`src/rtl/assert_macros.svh`:
```
// Assertion helpers; clk and arst_n must be visible where these are used.
`ifndef ASSERT_MACROS_SVH
`define ASSERT_MACROS_SVH

// Same-cycle implication.
`define ASSERT_IMPLIES(label, ante, cons) \
	label: assert property (@(posedge clk) disable iff (!arst_n) (ante) |-> (cons)) \
		else $error("assertion failed: same-cycle implication");

// Next-cycle implication.
`define ASSERT_NEXT(label, ante, cons) \
	label: assert property (@(posedge clk) disable iff (!arst_n) (ante) |=> (cons)) \
		else $error("assertion failed: next-cycle implication");

`endif

```
`src/rtl/dttp_pkg.sv`:
```
package dttp_pkg;

	typedef enum logic {
		FMT_CLOCK = 1'b0,
		FMT_DATE  = 1'b1
	} fmt_t;

	localparam logic [7:0] CHAR_END   = 8'h00;
	localparam logic [7:0] CHAR_COLON = 8'h3A;
	localparam logic [7:0] CHAR_DASH  = 8'h2D;
	localparam logic [7:0] CHAR_ZERO  = 8'h30;
	localparam logic [7:0] CHAR_NINE  = 8'h39;

	localparam int FIELD_NUM = 3;

	localparam logic [15:0] ACC_MAX   = 16'hFFFF;
	localparam logic [15:0] HOUR_MAX  = 16'd23;
	localparam logic [15:0] MIN_MAX   = 16'd59;
	localparam logic [15:0] MONTH_MAX = 16'd12;
	localparam logic [15:0] DAY_MAX   = 16'd31;
	localparam logic [15:0] YEAR_MIN  = 16'd1970;

	typedef struct packed {
		logic [15:0]                  acc;
		logic                         have_digit;
		logic [1:0]                   field_count;
		logic [FIELD_NUM-1:0][15:0]   field_values;
		logic                         scan_stopped;
		logic                         failed;
	} scan_state_t;

	typedef struct packed {
		logic        ok;
		logic [15:0] first;
		logic [5:0]  second;
		logic [5:0]  third;
	} result_t;

endpackage

```
`src/rtl/dttp_scan.sv`:
```
module dttp_scan (
	input  logic                 clk,
	input  logic                 arst_n,
	input  logic                 step,
	input  logic [7:0]           char_code_s1,
	input  dttp_pkg::fmt_t       fmt,
	output dttp_pkg::result_t    res
);

	dttp_pkg::scan_state_t state_q;
	dttp_pkg::scan_state_t nxt;

	logic        is_digit;
	logic        is_end;
	logic        is_close;
	logic [3:0]  digit;
	logic [19:0] prod;
	logic [15:0] acc_sat;
	logic [15:0] third_raw;

	always_comb begin
		is_digit = char_code_s1 inside {[dttp_pkg::CHAR_ZERO:dttp_pkg::CHAR_NINE]};
		is_end   = (char_code_s1 == dttp_pkg::CHAR_END);
		is_close = is_end || ((fmt == dttp_pkg::FMT_DATE) ?
			(char_code_s1 == dttp_pkg::CHAR_DASH) : (char_code_s1 == dttp_pkg::CHAR_COLON));
		digit    = 4'(char_code_s1 - dttp_pkg::CHAR_ZERO);
		// acc * 10 + digit as two shifted copies
		prod     = 20'({state_q.acc, 3'b000}) + 20'({state_q.acc, 1'b0}) + 20'(digit);
		acc_sat  = (prod > 20'(dttp_pkg::ACC_MAX)) ? dttp_pkg::ACC_MAX : prod[15:0];
	end

	always_comb begin
		nxt = state_q;
		if (fmt == dttp_pkg::FMT_CLOCK) begin
			if (!state_q.scan_stopped) begin
				if (is_digit) begin
					nxt.acc        = acc_sat;
					nxt.have_digit = 1'b1;
				end else if (is_close) begin
					// skip empty fields, drop fields past the third
					if (state_q.have_digit && state_q.field_count != 2'(dttp_pkg::FIELD_NUM)) begin
						for (int i = 0; i < dttp_pkg::FIELD_NUM; i++) begin
							if (state_q.field_count == 2'(i)) begin
								nxt.field_values[i] = state_q.acc;
							end
						end
						nxt.field_count = state_q.field_count + 2'd1;
					end
					nxt.acc        = '0;
					nxt.have_digit = 1'b0;
				end else begin
					nxt.scan_stopped = 1'b1;
				end
			end
		end else begin
			if (!state_q.failed) begin
				if (is_digit) begin
					nxt.acc        = acc_sat;
					nxt.have_digit = 1'b1;
				end else if (is_close) begin
					if (!state_q.have_digit || state_q.field_count == 2'(dttp_pkg::FIELD_NUM)) begin
						nxt.failed = 1'b1;
					end else begin
						for (int i = 0; i < dttp_pkg::FIELD_NUM; i++) begin
							if (state_q.field_count == 2'(i)) begin
								nxt.field_values[i] = state_q.acc;
							end
						end
						nxt.field_count = state_q.field_count + 2'd1;
						nxt.acc         = '0;
						nxt.have_digit  = 1'b0;
					end
				end else begin
					nxt.failed = 1'b1;
				end
			end
		end
	end

	always_comb begin
		res = '0;
		if (fmt == dttp_pkg::FMT_DATE) begin
			third_raw = nxt.field_values[2];
			res.ok = !nxt.failed && (nxt.field_count == 2'(dttp_pkg::FIELD_NUM))
				&& (nxt.field_values[1] >= 16'd1) && (nxt.field_values[1] <= dttp_pkg::MONTH_MAX)
				&& (third_raw >= 16'd1) && (third_raw <= dttp_pkg::DAY_MAX)
				&& (nxt.field_values[0] >= dttp_pkg::YEAR_MIN)
				&& (nxt.field_values[0] != dttp_pkg::ACC_MAX);
		end else begin
			// seconds default to zero when only two fields closed
			third_raw = (nxt.field_count == 2'(dttp_pkg::FIELD_NUM)) ? nxt.field_values[2] : '0;
			res.ok = (nxt.field_count >= 2'd2)
				&& (nxt.field_values[0] <= dttp_pkg::HOUR_MAX)
				&& (nxt.field_values[1] <= dttp_pkg::MIN_MAX)
				&& (third_raw <= dttp_pkg::MIN_MAX);
		end
		if (res.ok) begin
			res.first  = nxt.field_values[0];
			res.second = nxt.field_values[1][5:0];
			res.third  = third_raw[5:0];
		end
	end

	always_ff @(posedge clk or negedge arst_n) begin
		if (!arst_n) begin
			state_q <= '0;
		end else if (step) begin
			// the terminator clears the scan for the next string
			state_q <= is_end ? '0 : nxt;
		end
	end

endmodule

```
`src/rtl/date_time_text_parser_unit.sv`:
```
// Date and time text parser: takes one character per cycle on the char channel and
// returns one result per string when the terminator (code 0) is transferred. A
// character goes into an input register, the scan state and range checks sit
// between that register and the result register, so the characters of a string
// stream in back to back and its result is registered when the terminator moves
// on from the input register. The only stall is a terminator waiting
// while the result register still holds an untaken result. cfg_format selects clock
// text (0, HH:MM[:SS]) or date text (1, YYYY-MM-DD); write it only while idle.
`include "assert_macros.svh"

module date_time_text_parser_unit (
	input  logic        clk,
	input  logic        arst_n,
	input  logic        cfg_valid,
	output logic        cfg_ready,
	input  logic        cfg_format,
	input  logic        char_valid,
	output logic        char_ready,
	input  logic [7:0]  char_code,
	output logic        res_valid,
	input  logic        res_ready,
	output logic        valid_res,
	output logic [15:0] first_value,
	output logic [5:0]  second_value,
	output logic [5:0]  third_value
);

	dttp_pkg::fmt_t    format_q;
	logic              valid_s1;
	logic [7:0]        char_s1;
	logic              end_s1;
	logic              advance;
	logic              res_valid_q;
	dttp_pkg::result_t res_q;
	dttp_pkg::result_t scan_res;

	assign end_s1     = (char_s1 == dttp_pkg::CHAR_END);
	// hold a terminator only while the result register is full and not taken
	assign advance    = valid_s1 && (!end_s1 || !res_valid_q || res_ready);
	assign char_ready = !valid_s1 || advance;
	// hold a format write until no character or result is in flight
	assign cfg_ready  = !valid_s1 && !res_valid_q;

	always_ff @(posedge clk or negedge arst_n) begin
		if (!arst_n) begin
			format_q <= dttp_pkg::FMT_CLOCK;
		end else if (cfg_valid && cfg_ready) begin
			format_q <= dttp_pkg::fmt_t'(cfg_format);
		end
	end

	always_ff @(posedge clk or negedge arst_n) begin
		if (!arst_n) begin
			valid_s1 <= 1'b0;
		end else if (char_ready) begin
			valid_s1 <= char_valid;
		end
	end

	always_ff @(posedge clk) begin
		if (char_ready && char_valid) begin
			char_s1 <= char_code;
		end
	end

	dttp_scan u_scan (
		.clk          (clk),
		.arst_n       (arst_n),
		.step         (advance),
		.char_code_s1 (char_s1),
		.fmt          (format_q),
		.res          (scan_res)
	);

	always_ff @(posedge clk or negedge arst_n) begin
		if (!arst_n) begin
			res_valid_q <= 1'b0;
		end else if (advance && end_s1) begin
			res_valid_q <= 1'b1;
		end else if (res_ready) begin
			res_valid_q <= 1'b0;
		end
	end

	always_ff @(posedge clk) begin
		if (advance && end_s1) begin
			res_q <= scan_res;
		end
	end

	assign res_valid    = res_valid_q;
	assign valid_res    = res_q.ok;
	assign first_value  = res_q.first;
	assign second_value = res_q.second;
	assign third_value  = res_q.third;

	`ASSERT_IMPLIES(a_invalid_zero,
		res_valid_q && !res_q.ok,
		(res_q.first == 16'd0) && (res_q.second == 6'd0) && (res_q.third == 6'd0))
	`ASSERT_NEXT(a_term_held,
		valid_s1 && end_s1 && res_valid_q && !res_ready,
		valid_s1 && (char_s1 == dttp_pkg::CHAR_END))
	`ASSERT_IMPLIES(a_clock_range,
		res_valid_q && res_q.ok && (format_q == dttp_pkg::FMT_CLOCK),
		(res_q.first <= dttp_pkg::HOUR_MAX) && (res_q.second <= 6'd59)
		&& (res_q.third <= 6'd59))

endmodule

```
`config.mk`:
```
export PLATFORM = sky130hd
export DESIGN_NAME = date_time_text_parser_unit
export DESIGN_NICKNAME = d
export VERILOG_FILES = /design/src/rtl/dttp_pkg.sv /design/src/rtl/dttp_scan.sv /design/src/rtl/date_time_text_parser_unit.sv
export VERILOG_INCLUDE_DIRS = /design/src /design/src/rtl
export SDC_FILE = /design/constraint.sdc
export NUM_CORES = 1
export LEC_CHECK = 0
export BUFFER_PORTS_ARGS = -buffer_cell sky130_fd_sc_hd__buf_2
export CAP_MARGIN = 40
export CORE_UTILIZATION = 35
export DETAILED_ROUTE_END_ITERATION = 8
export GPL_ROUTABILITY_DRIVEN = 0
export GPL_TIMING_DRIVEN = 1
export PLACE_DENSITY_LB_ADDON = 0.1
export REMOVE_ABC_BUFFERS = 1
export SETUP_SLACK_MARGIN = 0.2
export SLEW_MARGIN = 0
export SYNTH_ARGS = -nofsm -noshare
export SYNTH_HDL_FRONTEND = slang
export SYNTH_SLANG_ARGS = --single-unit
```
`constraint.sdc`:
```
create_clock -name clk -period 3.2 [get_ports clk]
set_input_delay 0.32 -clock clk [delete_from_list [all_inputs] [get_ports clk]]
set_output_delay 0.32 -clock clk [all_outputs]
set_load 0.01 [all_outputs]
```
* After elaboration in Yosys (flattened, before gate mapping)
Index checks and enable logic that the tools add are counted.
Storage, ports and cells: register bits after elaboration 109, input bits 14, output and inout port bits 32
Operators by class: $add $sub $neg 4, order comparisons 12, equal/unequal tests 12, multiplexer cells 29, reduce and logical (&&, ||, !) cells 33
Operator list (number):
- $mux W67 | 5
- $mux W50 | 2
- $mux W16 | 5
- $mux W69 | 1
- $mux W68 | 1
- $mux W51 | 1
- $mux W17 | 2
- $ge A16 B1 Y1 const B | 2
- $le A16 B5 Y1 const B | 2
- $le A16 B6 Y1 const B | 2
- $add A19 B17 Y20 | 1
- $add A20 B4 Y20 | 1
- $gt A20 B16 Y1 const B | 1
- $logic_and A1 B1 Y1 | 17
- $eq A8 B6 Y1 const B | 2
- $ge A16 B11 Y1 const B | 1
- $le A16 B4 Y1 const B | 1
- $ne A16 B16 Y1 const B | 1
- $mux W1 | 11
- $ge A8 B6 Y1 const B | 1
- $le A8 B6 Y1 const B | 1
- $logic_not A8 Y1 | 1
- $eq A2 B2 Y1 const B | 3
- $mux W6 | 1
- other kinds (15) | 24

* Logic depth before layout (Yosys ltp)
Gate-level depths: netlist of the first run.
word-level depth 16, mapped depth 12, mapped depth without buffers 11

* By module
A second synthesis of the first run with hierarchy kept.
Second synthesis, totals: cell total of the unflattened synthesis 550, area, all modules 6277.3 um^2
Modules (own cells, without submodules):
- dttp_scan | times used 1, cells an instance 495, area each 4951.0 um^2
- date_time_text_parser_unit | times used 1, cells an instance 55, area each 1326.3 um^2

* Worst setup path after synthesis of the first run
OpenSTA, ideal clock, no wires.
kind register to register, from register char_s1[3], to register u_scan.state_q[56] (netlist bit), library setup time 0.068 ns, arrival time 3.173 ns, path slack -0.041 ns, cell stages (with the launch flop) 12, period minus slack after synthesis 3.241 ns, cells stage by stage edfxtp_1 > fa_1 > fa_1 > a211oi_1 > o21ai_0 > a21oi_1 > nand3b_1 > a21oi_1 > and3b_1 > o22ai_1 > clkbuf_1 > a221o_1
Between the ends: word-level cells in the longest chain between the ends 8, elaborated cells on any way between the ends 27
RTL lines:
- start, declared | RTL line date_time_text_parser_unit.sv:30 | logic [7:0] char_s1;
- start signal, assigned | RTL line date_time_text_parser_unit.sv:62 | char_s1 <= char_code;
- $sub A4 B1 Y4 | RTL line dttp_scan.sv:26 | digit = 4'(char_code_s1 - dttp_pkg::CHAR_ZERO);
- $add A20 B4 Y20 | RTL line dttp_scan.sv:28 | prod = 20'({state_q.acc, 3'b000}) + 20'({state_q.acc, 1'b0}) + 20'(digit);
- $gt A20 B16 Y1 | RTL line dttp_scan.sv:29 | acc_sat = (prod > 20'(dttp_pkg::ACC_MAX)) ? dttp_pkg::ACC_MAX : prod[15:0];
- $mux W16 | RTL line dttp_scan.sv:29
- $mux W17, on equally long branches | RTL line dttp_scan.sv:36, dttp_scan.sv:57
- $mux W68 or $mux W67 (tied branches) | RTL line dttp_scan.sv:35, dttp_scan.sv:56
- $mux W67 | RTL line dttp_scan.sv:34 | if (fmt == dttp_pkg::FMT_CLOCK) begin
- $mux W69 | RTL line dttp_scan.sv:109 | state_q <= is_end ? '0 : nxt;
- end signal, assigned | RTL line dttp_scan.sv:109
- end, declared | RTL line dttp_scan.sv:10 | dttp_pkg::scan_state_t state_q;
Several ways; a longest one is shown, not always the timed one. The select of a mux whose other input is x is not followed. A chain may end at the register's enable or synchronous reset.

* Worst setup path after layout of the first run
from register char_s1[3], to register u_scan.state_q[57] (netlist bit)
The elaborated chain is that of the path after synthesis.

==> implementation parameters, run 1 <==
Parameter                              Value

Status
  Run status    complete, no violations

Worst setup path
  Sort of element at the start of the critical path    flip-flop
  Crit path arrival time    3320 ps
  Critical path peak fanout    16
  CP endpoint kind    flip-flop
  Required time worst endpoint    between 3000 and 4000 ps
  Category of the most critical setup path    reg -> reg

Clocking
  Clock latency on the worst-skew pair    360 ps
  Level count of the clock H-tree    3
  Clock Path Buffers    2
  Num CTS Buffers    9
  Clock root buffer    sky130_fd_sc_hd__clkbuf_16
  Clock tree from TritonCTS    done
  Number of clock sinks seen by CTS    about 110
  Clock edge transition at the registers on the reported setup and hold paths    approximately 70 ps

Min path
  Type of the tightest min-delay check    in -> reg

Synth
  Commonest cells in the synthesized netlist    sky130_fd_sc_hd__dfrtp_1, sky130_fd_sc_hd__a22o_1, sky130_fd_sc_hd__nand2_1
  Number of enable flip-flop cells after synthesis    37
  Part of the Yosys area used for sequential elements    50.1%
  YS warnings    0
  Post-synthesis cell type count    between 60 and 70
  Synthesized netlist cell count    approximately 520
  Async set-reset flop share out of synthesis    between 60% and 70%
  Library cell occupying the most area in the post-synthesis netlist    sky130_fd_sc_hd__dfrtp_1
  Top-area cell type share of the netlist area    31.0%
  Main synth FF type    sky130_fd_sc_hd__dfrtp_1
  Netlist area before placement    a little under 0.006 sq mm
  Avg Inst Size Synth    11.2 sq um
  Most frequent cell after synthesis    sky130_fd_sc_hd__dfrtp_1
  Synth top area cells    sky130_fd_sc_hd__dfrtp_1, sky130_fd_sc_hd__edfxtp_1, sky130_fd_sc_hd__a22o_1
  Number of register bits inferred by synthesis    109

STA
  Least setup slack across all paths after layout    110 ps
  Slew Limit Headroom    roughly 55%
  Final Hold Vio Count    0
  Post-layout minimum cycle time    approximately 3100 ps
  Slew at the pin with the worst max-slew slack    674 ps
  Post-Route Hold Slack    135 ps
  Setup-violating endpoint count in the final report    0
  Max Freq    0.324 GHz
  Max-slew violations    0
  RSZ-0062 raised after global routing    true
  Clock Skews    around 13 ps
  Setup Total Neg Slack    0 ps
  Fraction of the cycle the final worst path needs    96.6%

Floorplan
  Die area    0.0171 sq mm
  Horizontal extent of the die    around 130 um
  Initial Util    36.2%
  Placeable core region    0.0161 sq mm
  Height of the die    131 um
  I/O pin count    46
  # rows    46

Routing
  ANT nets after route    0
  Via-to-Cell Ratio    5.49
  Wire length reported by the detailed router    approximately 15 mm
  Pre-antenna DRT Iters    5
  Wire length per cell    17.9 um
  Detailed Route Iter0 Violations    251
  DR vias    4445
  DRC violation count after routing    0

Layout
  Finished Core Util    43.5%
  Antenna diode instance count    0
  Area taken by flip-flops and latches    between 0.002 and 0.003 sq mm
  Share of post-route cells with drive strength above 1    22.6%
  Multi-input logic area    about 0.0029 sq mm
  Filler cell count    1517
  Final layout net count    640
  Syn-to-layout area delta    20.0%

Global route
  Global-route usage over all layers    between 10% and 20%
  Number of global-route vias before repair    4445
  Total global routing overflow    0
  Global-route wire length before repair    ~24 mm
  Number of antenna violations at the first check in global routing    0
  Largest net degree at the start of global routing    a little over 60

Power and ir drop
  Pwr per Cell Area    just under 400 mW/mm^2
  Total design power    2.74 mW
  Peak supply drop    0.228 mV
  Leak Pwr    3.19 nW

Placement
  Buffers added on ports    45
  HPWL reported at the end of detailed placement    around 10 mm
  Worst setup slack before clock tree synthesis    -129 ps

Run
  Max Cap Violations    0
[worst max-delay path, cell delays in order, from the launching register on]
cell	delay [ps]
sky130_fd_sc_hd__edfxtp_1	420
sky130_fd_sc_hd__fa_1	560
sky130_fd_sc_hd__fa_2	450
sky130_fd_sc_hd__a211oi_4	280
sky130_fd_sc_hd__o21ai_2	90
sky130_fd_sc_hd__a21oi_1	130
sky130_fd_sc_hd__nand3b_1	170
sky130_fd_sc_hd__a21oi_2	90
sky130_fd_sc_hd__o31ai_2	220
sky130_fd_sc_hd__o22ai_2	130
sky130_fd_sc_hd__buf_12	160
sky130_fd_sc_hd__a221o_1	260
[per-layer routing]
metal	GRT usage (%)	vias to the layer above	wire length (um)
met5	0	-	0
met4	5.07	0	180
met3	3.91	12	423
met2	28.9	86	6840
met1	25.4	2193	7080
li1	-	2154	-
[repair_timing]
| item | CTS | global route |
|---|---|---|
| endpoints found under the hold margin | 12 | 0 |
| gates resized for setup | 8 | 18 |
| setup buffers | 3 | 2 |
| hold buffers | 1 | 0 |
| pin swaps | 7 | 7 |
| setup endpoints to repair | 16 | 43 |
[report_power, final]
group          internal [mW]  switching [mW]  leakage (nW)
Combinational         0.0673           0.103          1.70
Sequential              1.45          0.0202          1.34
Clock                  0.563           0.532         0.146
Total                   2.08           0.656          3.19
[worst paths after layout]
path                       depth (start not counted)  slack (ps)            endpoint                from
min reg2reg                                        1         500  u_scan.state_q[52]  u_scan.state_q[52]
max reg2reg                                       11         110  u_scan.state_q[57]          char_s1[3]
max                                               11         110  u_scan.state_q[57]          char_s1[3]
min in group asynchronous                          3         420  u_scan.state_q[45]              arst_n
min                                                1         140          char_s1[2]        char_code[2]
max in group asynchronous                          4        2210            format_q              arst_n
[cell type report]
type | count | share of cell area, %
timing repair buffer | 89 | 8.73
multi-input combinational | 373 | 41.1
clock inverter | 6 | 0.806
clock buffer | 10 | 3.42
sequential | 109 | 41.7
tap | 216 | 3.87
inverter | 7 | 0.376
[flip-flops by register name, indices dropped and copies added (netlist names)]
| register | count |
|---|---|
| u_scan.state_q | 69 |
| first_value | 16 |
| char_s1 | 8 |
| second_value | 6 |
| third_value | 6 |
| format_q | 1 |
| res_valid | 1 |
| valid_res | 1 |
| valid_s1 | 1 |
[per-stage QoR]
stage	std cells	cell area [sq um]
after global routing	810	6980
after detailed placement	788	6510
final	810	6980
after global placement	783	6440
after floorplan	489	5680
after CTS	808	6870
[cells by family (layout without fill, tap and decap cells)]
| logic type | after synthesis | in the layout | synth area share [%] |
|---|---|---|---|
| buffers and inverters | 37 | 112 | 2.73 |
| DFF | 109 | 109 | 50.1 |
| AOI/OAI and AO/OA | 156 | 156 | 20.5 |
| and+or+nand+nor | 151 | 151 | 13.7 |
| adders and majority gates | 37 | 37 | 8.22 |
| muxes | 17 | 17 | 2.99 |
| xor gates and xnor gates | 12 | 12 | 1.81 |
[cells in the final DEF (no fill, tap or decap), types with 7 or more instances in the layout]
cell and instances:
sky130_fd_sc_hd__a21oi_1 29, sky130_fd_sc_hd__a221o_1 16, sky130_fd_sc_hd__a22o_1 50, sky130_fd_sc_hd__buf_2 45, sky130_fd_sc_hd__buf_4 36, sky130_fd_sc_hd__clkbuf_16 9
sky130_fd_sc_hd__dfrtp_1 71, sky130_fd_sc_hd__edfxtp_1 37, sky130_fd_sc_hd__ha_1 33, sky130_fd_sc_hd__inv_1 7, sky130_fd_sc_hd__mux2i_1 14, sky130_fd_sc_hd__nand2_1 45
sky130_fd_sc_hd__nand3_1 7, sky130_fd_sc_hd__nand4_1 12, sky130_fd_sc_hd__nor2_1 24, sky130_fd_sc_hd__nor3_1 9, sky130_fd_sc_hd__nor4_1 7, sky130_fd_sc_hd__o21ai_0 12
sky130_fd_sc_hd__or4_1 8, sky130_fd_sc_hd__xnor2_1 9
(Power assumes the default switching activity.)
==> run 2: changes to the inputs <==
- CELL_PAD_IN_SITES_DETAIL_PLACEMENT: not set -> 0
- CELL_PAD_IN_SITES_GLOBAL_PLACEMENT: not set -> 2
==> run 2 against run 1 <==
Compared with the run above: design area fell by 0.81%; flip-flop and latch count did not move; the flow now finishes with violations (hold timing); critical endpoint is now u_scan.state_q[61]; sequential share of layout area rose by 0.32 points; total power rose by 1.2%; non-clock buffer count rose by 2; global-route usage rose by 0.50 points; worst hold slack got worse by 140 ps; die area did not move; clock power rose by 4%; core utilization fell by 0.35 points; register-to-register slack barely moved.
==> implementation parameters, run 2 (synthesis gave the netlist of run 1 again) <==
Parameter                              Value

Worst setup path
  Critical path origin    u_scan.state_q[53]
  CP endpoint kind    flip-flop
  Required time worst endpoint    3430 ps (about the same)
  Category of the most critical setup path    reg -> reg
  Cells on worst reg2reg path    13 (+2)
  Sort of element at the start of the critical path    flip-flop
  Slack of the worst reg-to-reg path    120 ps (about the same)
  Critical path peak fanout    16 (unchanged)
  R2R Path End    u_scan.state_q[61]
  Launch instance of the worst register-to-register path    u_scan.state_q[53]
  Crit path arrival time    3310 ps (about the same)

Floorplan
  Height of the die    131 um (unchanged)
  # rows    46 (unchanged)
  Initial Util    36.2% (unchanged)
  I/O pin count    46 (unchanged)
  Die area    0.0171 sq mm (unchanged)
  Placeable core region    0.0161 sq mm (unchanged)
  Horizontal extent of the die    131 um (unchanged)

Status
  Run status    finished, violations left
  Violations in the final reports    hold timing

Global route
  Global-route usage over all layers    18.8% (+0.50 points)
  Number of global-route vias before repair    4454 (+0.20%)
  Global-route wire length before repair    24.4 mm (+2.5%)
  Number of antenna violations at the first check in global routing    0 (unchanged)
  Total global routing overflow    0 (unchanged)
  Largest net degree at the start of global routing    43 (-30%)

Power and ir drop
  Peak supply drop    0.286 mV (+25%)
  Net switching power figure    666 uW (+1.5%)
  Sequential fraction of design power    53.1% (-0.7 points)
  Power share of the combinational group    5.7% (-0.5 points)
  Internal power of the cells    2.11 mW (+1.1%)
  Leak Pwr    3.18 nW (-0.46%)
  Switching part of the total    24.0% (+0.071 points)
  Proportion of power drawn by the clock network    41.2% (+1.2 points)
  Pwr per Cell Area    400 mW/mm^2 (+2.0%)

STA
  Final Hold Vio Count    5 (+5)
  Max-slew violations    0 (unchanged)
  Post-Route Hold Slack    -1.71 ps (-137 ps)
  RSZ-0062 raised after global routing    true
  Setup-violating endpoint count in the final report    0 (unchanged)
  Setup Total Neg Slack    0 ps (unchanged)
  Slew Limit Headroom    54.0% (-0.98 points)
  Slew at the pin with the worst max-slew slack    688 ps (+14.6 ps)
  Max Freq    0.325 GHz (+0.31%)
  Post-layout minimum cycle time    3080 ps (-9.62 ps)
  Fraction of the cycle the final worst path needs    96.3% (-0.30 points)
  Clock Skews    11.7 ps (-1.03 ps)

Layout
  Max FFs per register    69 (unchanged)
  Final layout net count    642 (+0.31%)
  Antenna diode instance count    0 (unchanged)
  Most common cell after layout, fill and taps aside    sky130_fd_sc_hd__dfrtp_1
  Commonest non-fill, non-tap cells in the layout    sky130_fd_sc_hd__dfrtp_1, sky130_fd_sc_hd__a22o_1, sky130_fd_sc_hd__nand2_1, sky130_fd_sc_hd__buf_2, sky130_fd_sc_hd__buf_4
  Filler cell count    1518 (+0.066%)
  Top reg by flops    u_scan.state_q
  Share of post-route cells with drive strength above 1    22.1% (-0.41 points)
  Multi-input logic area    0.00280 sq mm (-2.2%)
  Syn-to-layout area delta    19.1%
  Area taken by flip-flops and latches    0.00291 sq mm (about the same)

Routing
  Wire length per cell    18.5 um (+3.1%)
  DR vias    4483 (+0.85%)
  Via-to-Cell Ratio    5.52 (+0.61%)
  Pre-antenna DRT Iters    5 (unchanged)
  Wire length reported by the detailed router    15.0 mm (+3.3%)
  ANT nets after route    0 (unchanged)
  Detailed Route Iter0 Violations    306 (+22%)
  DRC violation count after routing    0 (unchanged)

Clocking
  Number of clock sinks seen by CTS    109 (unchanged)
  Count of hold buffers inserted by post-cts repair    0 (-1)
  Clock root buffer    sky130_fd_sc_hd__clkbuf_16
  Clock tree from TritonCTS    done
  Clock Path Buffers    2 (unchanged)
  Clock latency on the worst-skew pair    350 ps (about the same)
  Clock edge transition at the registers on the reported setup and hold paths    70 ps (about the same)
  Level count of the clock H-tree    3 (unchanged)
  Num CTS Buffers    9 (unchanged)

Min path
  Type of the tightest min-delay check    in -> async

Placement
  HPWL reported at the end of detailed placement    10.9 mm (+4.3%)
  Buffers added on ports    45 (unchanged)

Run
  Max Cap Violations    0 (unchanged)
==> run 2: per-stage QoR <==
| step | instance area [sq um] | total power, mW | std cells | utilization (%) | worst slack, ps |
|---|---|---|---|---|---|
| 6_report | 6930 | 2.77 | 812 | 43.1 | 120 |
| 5_1_grt | 6930 | 2.89 | 812 | 43.1 | -10.2 |
| 4_1_cts | 6880 | 2.81 | 811 | 42.8 | 113 |
| 3_5_place_dp | 6540 | 1.66 | 793 | 40.7 | -98.5 |
| 3_3_place_gp | 6510 | 1.65 | 790 | 40.5 | -25.2 |
| 2_1_floorplan | 5680 | 1.57 | 489 | - | -131 |
==> run 2: how the worst max path moves through the flow <==
| stage | end |
|---|---|
| floorplan | u_scan.state_q[57] |
| global placement | u_scan.state_q[53] |
| detailed placement | u_scan.state_q[55] |
| CTS | u_scan.state_q[60] |
| global route | u_scan.state_q[66] |
| finish | u_scan.state_q[61] |
==> run 2: power groups by stage <==
stage	sequential, mW	clock (mW)	combinational, mW
2_1_floorplan	1.50	0	0.0711
3_3_place_gp	1.50	0	0.152
3_5_place_dp	1.50	0	0.155
4_1_cts	1.47	1.19	0.158
5_1_grt	1.48	1.24	0.175
6_report	1.47	1.14	0.157
==> run 2: cell type report <==
class / count / share of cell area [%]
clock inverter: 6 / 0.849
inverter: 7 / 0.379
multi-input combinational: 373 / 40.5
clock buffer: 10 / 3.61
timing repair buffer: 91 / 8.71
tap: 216 / 3.90
sequential: 109 / 42.1
==> run 2: worst max-delay path, stage by stage (launching register included) <==
cell	delay, ps
sky130_fd_sc_hd__dfrtp_1	410
sky130_fd_sc_hd__buf_4	150
sky130_fd_sc_hd__ha_1	180
sky130_fd_sc_hd__ha_2	190
sky130_fd_sc_hd__fa_2	410
sky130_fd_sc_hd__a211oi_2	310
sky130_fd_sc_hd__o21ai_2	100
sky130_fd_sc_hd__a21oi_2	130
sky130_fd_sc_hd__nand3b_1	190
sky130_fd_sc_hd__nand4_1	130
sky130_fd_sc_hd__nor3_1	210
sky130_fd_sc_hd__o22ai_2	120
sky130_fd_sc_hd__buf_12	160
sky130_fd_sc_hd__a221o_1	260
==> run 2: what timing repair did <==
| action | in CTS | in global routing |
|---|---|---|
| buffers inserted | 2 | 1 |
| endpoints found under the setup margin | 16 | 27 |
| pin swaps | 6 | 6 |
| gates resized for setup | 6 | 9 |
==> run 2: metal layers <==
| layer | track usage (%) | share of wire [%] |
|---|---|---|
| met2 | 30.3 | 48 |
| met4 | 3.65 | 0.87 |
| met3 | 3.58 | 2.4 |
| met1 | 26.4 | 49 |
| met5 | 0 | 0 |
==> run 3: changes to the inputs <==
- BUFFER_PORTS_ARGS: -buffer_cell sky130_fd_sc_hd__buf_2 -> -buffer_cell sky130_fd_sc_hd__clkbuf_2
- clock period: 3.2 -> 2.7 ns (I/O delays scaled with it)
==> run 3 against run 2 <==
Compared with the run above: the flow finishes with violations (hold timing, setup timing); clock power rose by 17%; sequential power increased by 18%; register-to-register slack worse by 550 ps; design area up 14%; routed wire length up 5.9%; non-clock buffer count rose by 62; first-iteration DRC count down 18%.
==> implementation parameters, run 3 (synthesis gave the netlist of run 1 again) <==
Parameter                              Value

Power and ir drop
  Net switching power figure    833 uW (+25%)
  Proportion of power drawn by the clock network    40.0% (-1.2 points)
  Sequential fraction of design power    52.5% (-0.6 points)
  Internal power of the cells    2.49 mW (+18%)
  Pwr per Cell Area    422 mW/mm^2 (+5.4%)
  Peak supply drop    0.300 mV (+4.9%)
  Leak Pwr    3.62 nW (+14%)
  Power share of the combinational group    7.5% (+1.8 points)
  Switching part of the total    25.1% (+1.1 points)

Worst setup path
  Category of the most critical setup path    reg -> reg
  Launch instance of the worst register-to-register path    u_scan.state_q[55]
  Cell chain of the critical path    fa_1, fa_2, a211oi_2, o21ai_1, a21oi_1, nand3b_1, buf_4, nand4_1, nor3_2, o22ai_2, buf_12, a221o_1
  Cells on worst reg2reg path    12 (-1)
  Required time worst endpoint    2940 ps (-490 ps)
  Critical path peak fanout    16 (unchanged)
  Slack of the worst reg-to-reg path    -430 ps (-550 ps)
  CP max-delay cell    sky130_fd_sc_hd__fa_1
  Critical path origin    u_scan.state_q[55]
  Longest individual stage delay on the worst path    530 ps (+120 ps)
  CP endpoint kind    flip-flop
  R2R Path End    u_scan.state_q[55]
  Crit path arrival time    3360 ps (+50 ps)
  Sort of element at the start of the critical path    flip-flop

Clocking
  Clock Path Buffers    2 (unchanged)
  Num CTS Buffers    9 (unchanged)
  Count of hold buffers inserted by post-cts repair    0 (unchanged)
  Level count of the clock H-tree    3 (unchanged)
  Clock root buffer    sky130_fd_sc_hd__clkbuf_16
  Clock latency on the worst-skew pair    370 ps (+20 ps)
  Clock tree from TritonCTS    done
  Number of clock sinks seen by CTS    109 (unchanged)
  Clock edge transition at the registers on the reported setup and hold paths    70 ps (about the same)

Placement
  HPWL reported at the end of detailed placement    11.0 mm (+0.91%)
  Buffers added on ports    45 (unchanged)
  Worst setup slack before clock tree synthesis    -617 ps (-519 ps)
  Number of cells after detailed placement    829 (+4.5%)

Global route
  Global-route wire length before repair    24.9 mm (+1.9%)
  Total global routing overflow    0 (unchanged)
  Number of global-route vias before repair    4638 (+4.1%)
  Number of antenna violations at the first check in global routing    0 (unchanged)
  Global-route usage over all layers    19.2% (+0.42 points)
  Largest net degree at the start of global routing    43 (unchanged)

Routing
  Via-to-Cell Ratio    5.33 (-3.5%)
  DRC violation count after routing    0 (unchanged)
  Wire length reported by the detailed router    15.9 mm (+5.9%)
  DR vias    4658 (+3.9%)
  Wire length per cell    18.2 um (-1.6%)
  Detailed Route Iter0 Violations    251 (-18%)
  Pre-antenna DRT Iters    5 (unchanged)
  ANT nets after route    0 (unchanged)

Floorplan
  Height of the die    131 um (unchanged)
  I/O pin count    46 (unchanged)
  Die area    0.0171 sq mm (unchanged)
  Placeable core region    0.0161 sq mm (unchanged)
  # rows    46 (unchanged)
  Horizontal extent of the die    131 um (unchanged)
  Initial Util    36.2% (unchanged)

Layout
  Finished Core Util    49.0% (+5.9 points)
  Final layout net count    704 (+9.7%)
  Syn-to-layout area delta    35.3%
  Most common cell after layout, fill and taps aside    sky130_fd_sc_hd__buf_4
  Top reg by flops    u_scan.state_q
  Final std cells w/o fill    874 (+7.6%)
  Share of post-route cells with drive strength above 1    36.6% (+14 points)
  Max FFs per register    69 (unchanged)
  Antenna diode instance count    0 (unchanged)
  Commonest non-fill, non-tap cells in the layout    sky130_fd_sc_hd__buf_4, sky130_fd_sc_hd__dfrtp_1, sky130_fd_sc_hd__a22o_1

STA
  Setup Total Neg Slack    -11750 ps (-11750 ps)
  Slew Limit Headroom    49.3% (-4.7 points)
  Max Freq    0.320 GHz (-1.5%)
  Post-Route Hold Slack    -13.7 ps (-11.9 ps)
  Least setup slack across all paths after layout    -426 ps (-546 ps)
  Final Hold Vio Count    30 (+25)
  RSZ-0062 raised after global routing    true
  Post-layout minimum cycle time    3130 ps (+46.0 ps)
  Setup-violating endpoint count in the final report    42 (+42)
  Max-slew violations    0 (unchanged)
  Slew at the pin with the worst max-slew slack    761 ps (+72.6 ps)
  Clock Skews    19.1 ps (+7.41 ps)
  Fraction of the cycle the final worst path needs    116% (+20 points)

Status
  Run status    finished, violations left
  Violations in the final reports    hold timing, setup timing

Run
  Max Cap Violations    0 (unchanged)

Min path
  Type of the tightest min-delay check    in -> async
-- run 3: power by group through the flow --
stage / Clock [mW] / Combinational (mW) / Sequential, mW
final: 1.33 / 0.250 / 1.74
after global routing: 1.43 / 0.275 / 1.74
after CTS: 1.37 / 0.224 / 1.74
after detailed placement: 0 / 0.213 / 1.77
after global placement: 0 / 0.210 / 1.77
after floorplan: 0 / 0.0843 / 1.78
-- run 3: metal layers --
layer  GRT usage (%)  up-vias  part of all wire (%)
met1            26.1     2299                    47
met4            4.46        0                   1.1
met3            3.58        8                   2.6
met2            31.8       66                    49
met5               0        -                     0
li1                -     2285                     -
-- run 3: worst max-delay path, delay by kind of cell (launching register included) --
family / cells / cell delay (ps)
fa+ha+maj: 2 / 900
compound gates: 5 / 890
simple gates: 3 / 490
flops: 1 / 410
buf+inv: 2 / 300
-- run 3: worst max path at each step --
stage                         end  slack [ps]  cells after the start
2_1_floorplan  u_scan.state_q[57]        -630                     10
3_3_place_gp   u_scan.state_q[54]        -550                     11
3_5_place_dp   u_scan.state_q[57]        -620                     11
4_1_cts        u_scan.state_q[55]        -380                     13
5_1_grt        u_scan.state_q[57]        -590                     12
6_report       u_scan.state_q[55]        -430                     12
-- run 3: metrics by stage --
| stage | cell area (sq um) | total power [mW] | hold WS, ps |
|---|---|---|---|
| after global placement | 6810 | 1.98 | 379 |
| final | 7870 | 3.32 | -13.7 |
| after detailed placement | 6830 | 1.99 | 391 |
| after global routing | 7870 | 3.45 | 42.1 |
| after floorplan | 5680 | 1.86 | -25.6 |
| after CTS | 7440 | 3.34 | 5.56 |
-- run 3: layout make-up --
class / instances / area [sq um]
clock buffer: 9 / 225
clock inverter: 7 / 77.6
fill: 1495 / 8190
inverter: 7 / 26.3
multi-input combinational: 373 / 3130
sequential: 109 / 2910
tap: 216 / 270
timing repair buffer: 153 / 1220
-- run 3: repair_timing --
action	4_1_cts	5_1_grt
gates cloned	2	2
pin swaps	18	27
gates resized for setup	38	62
setup endpoints to repair	77	77
setup buffers	12	13
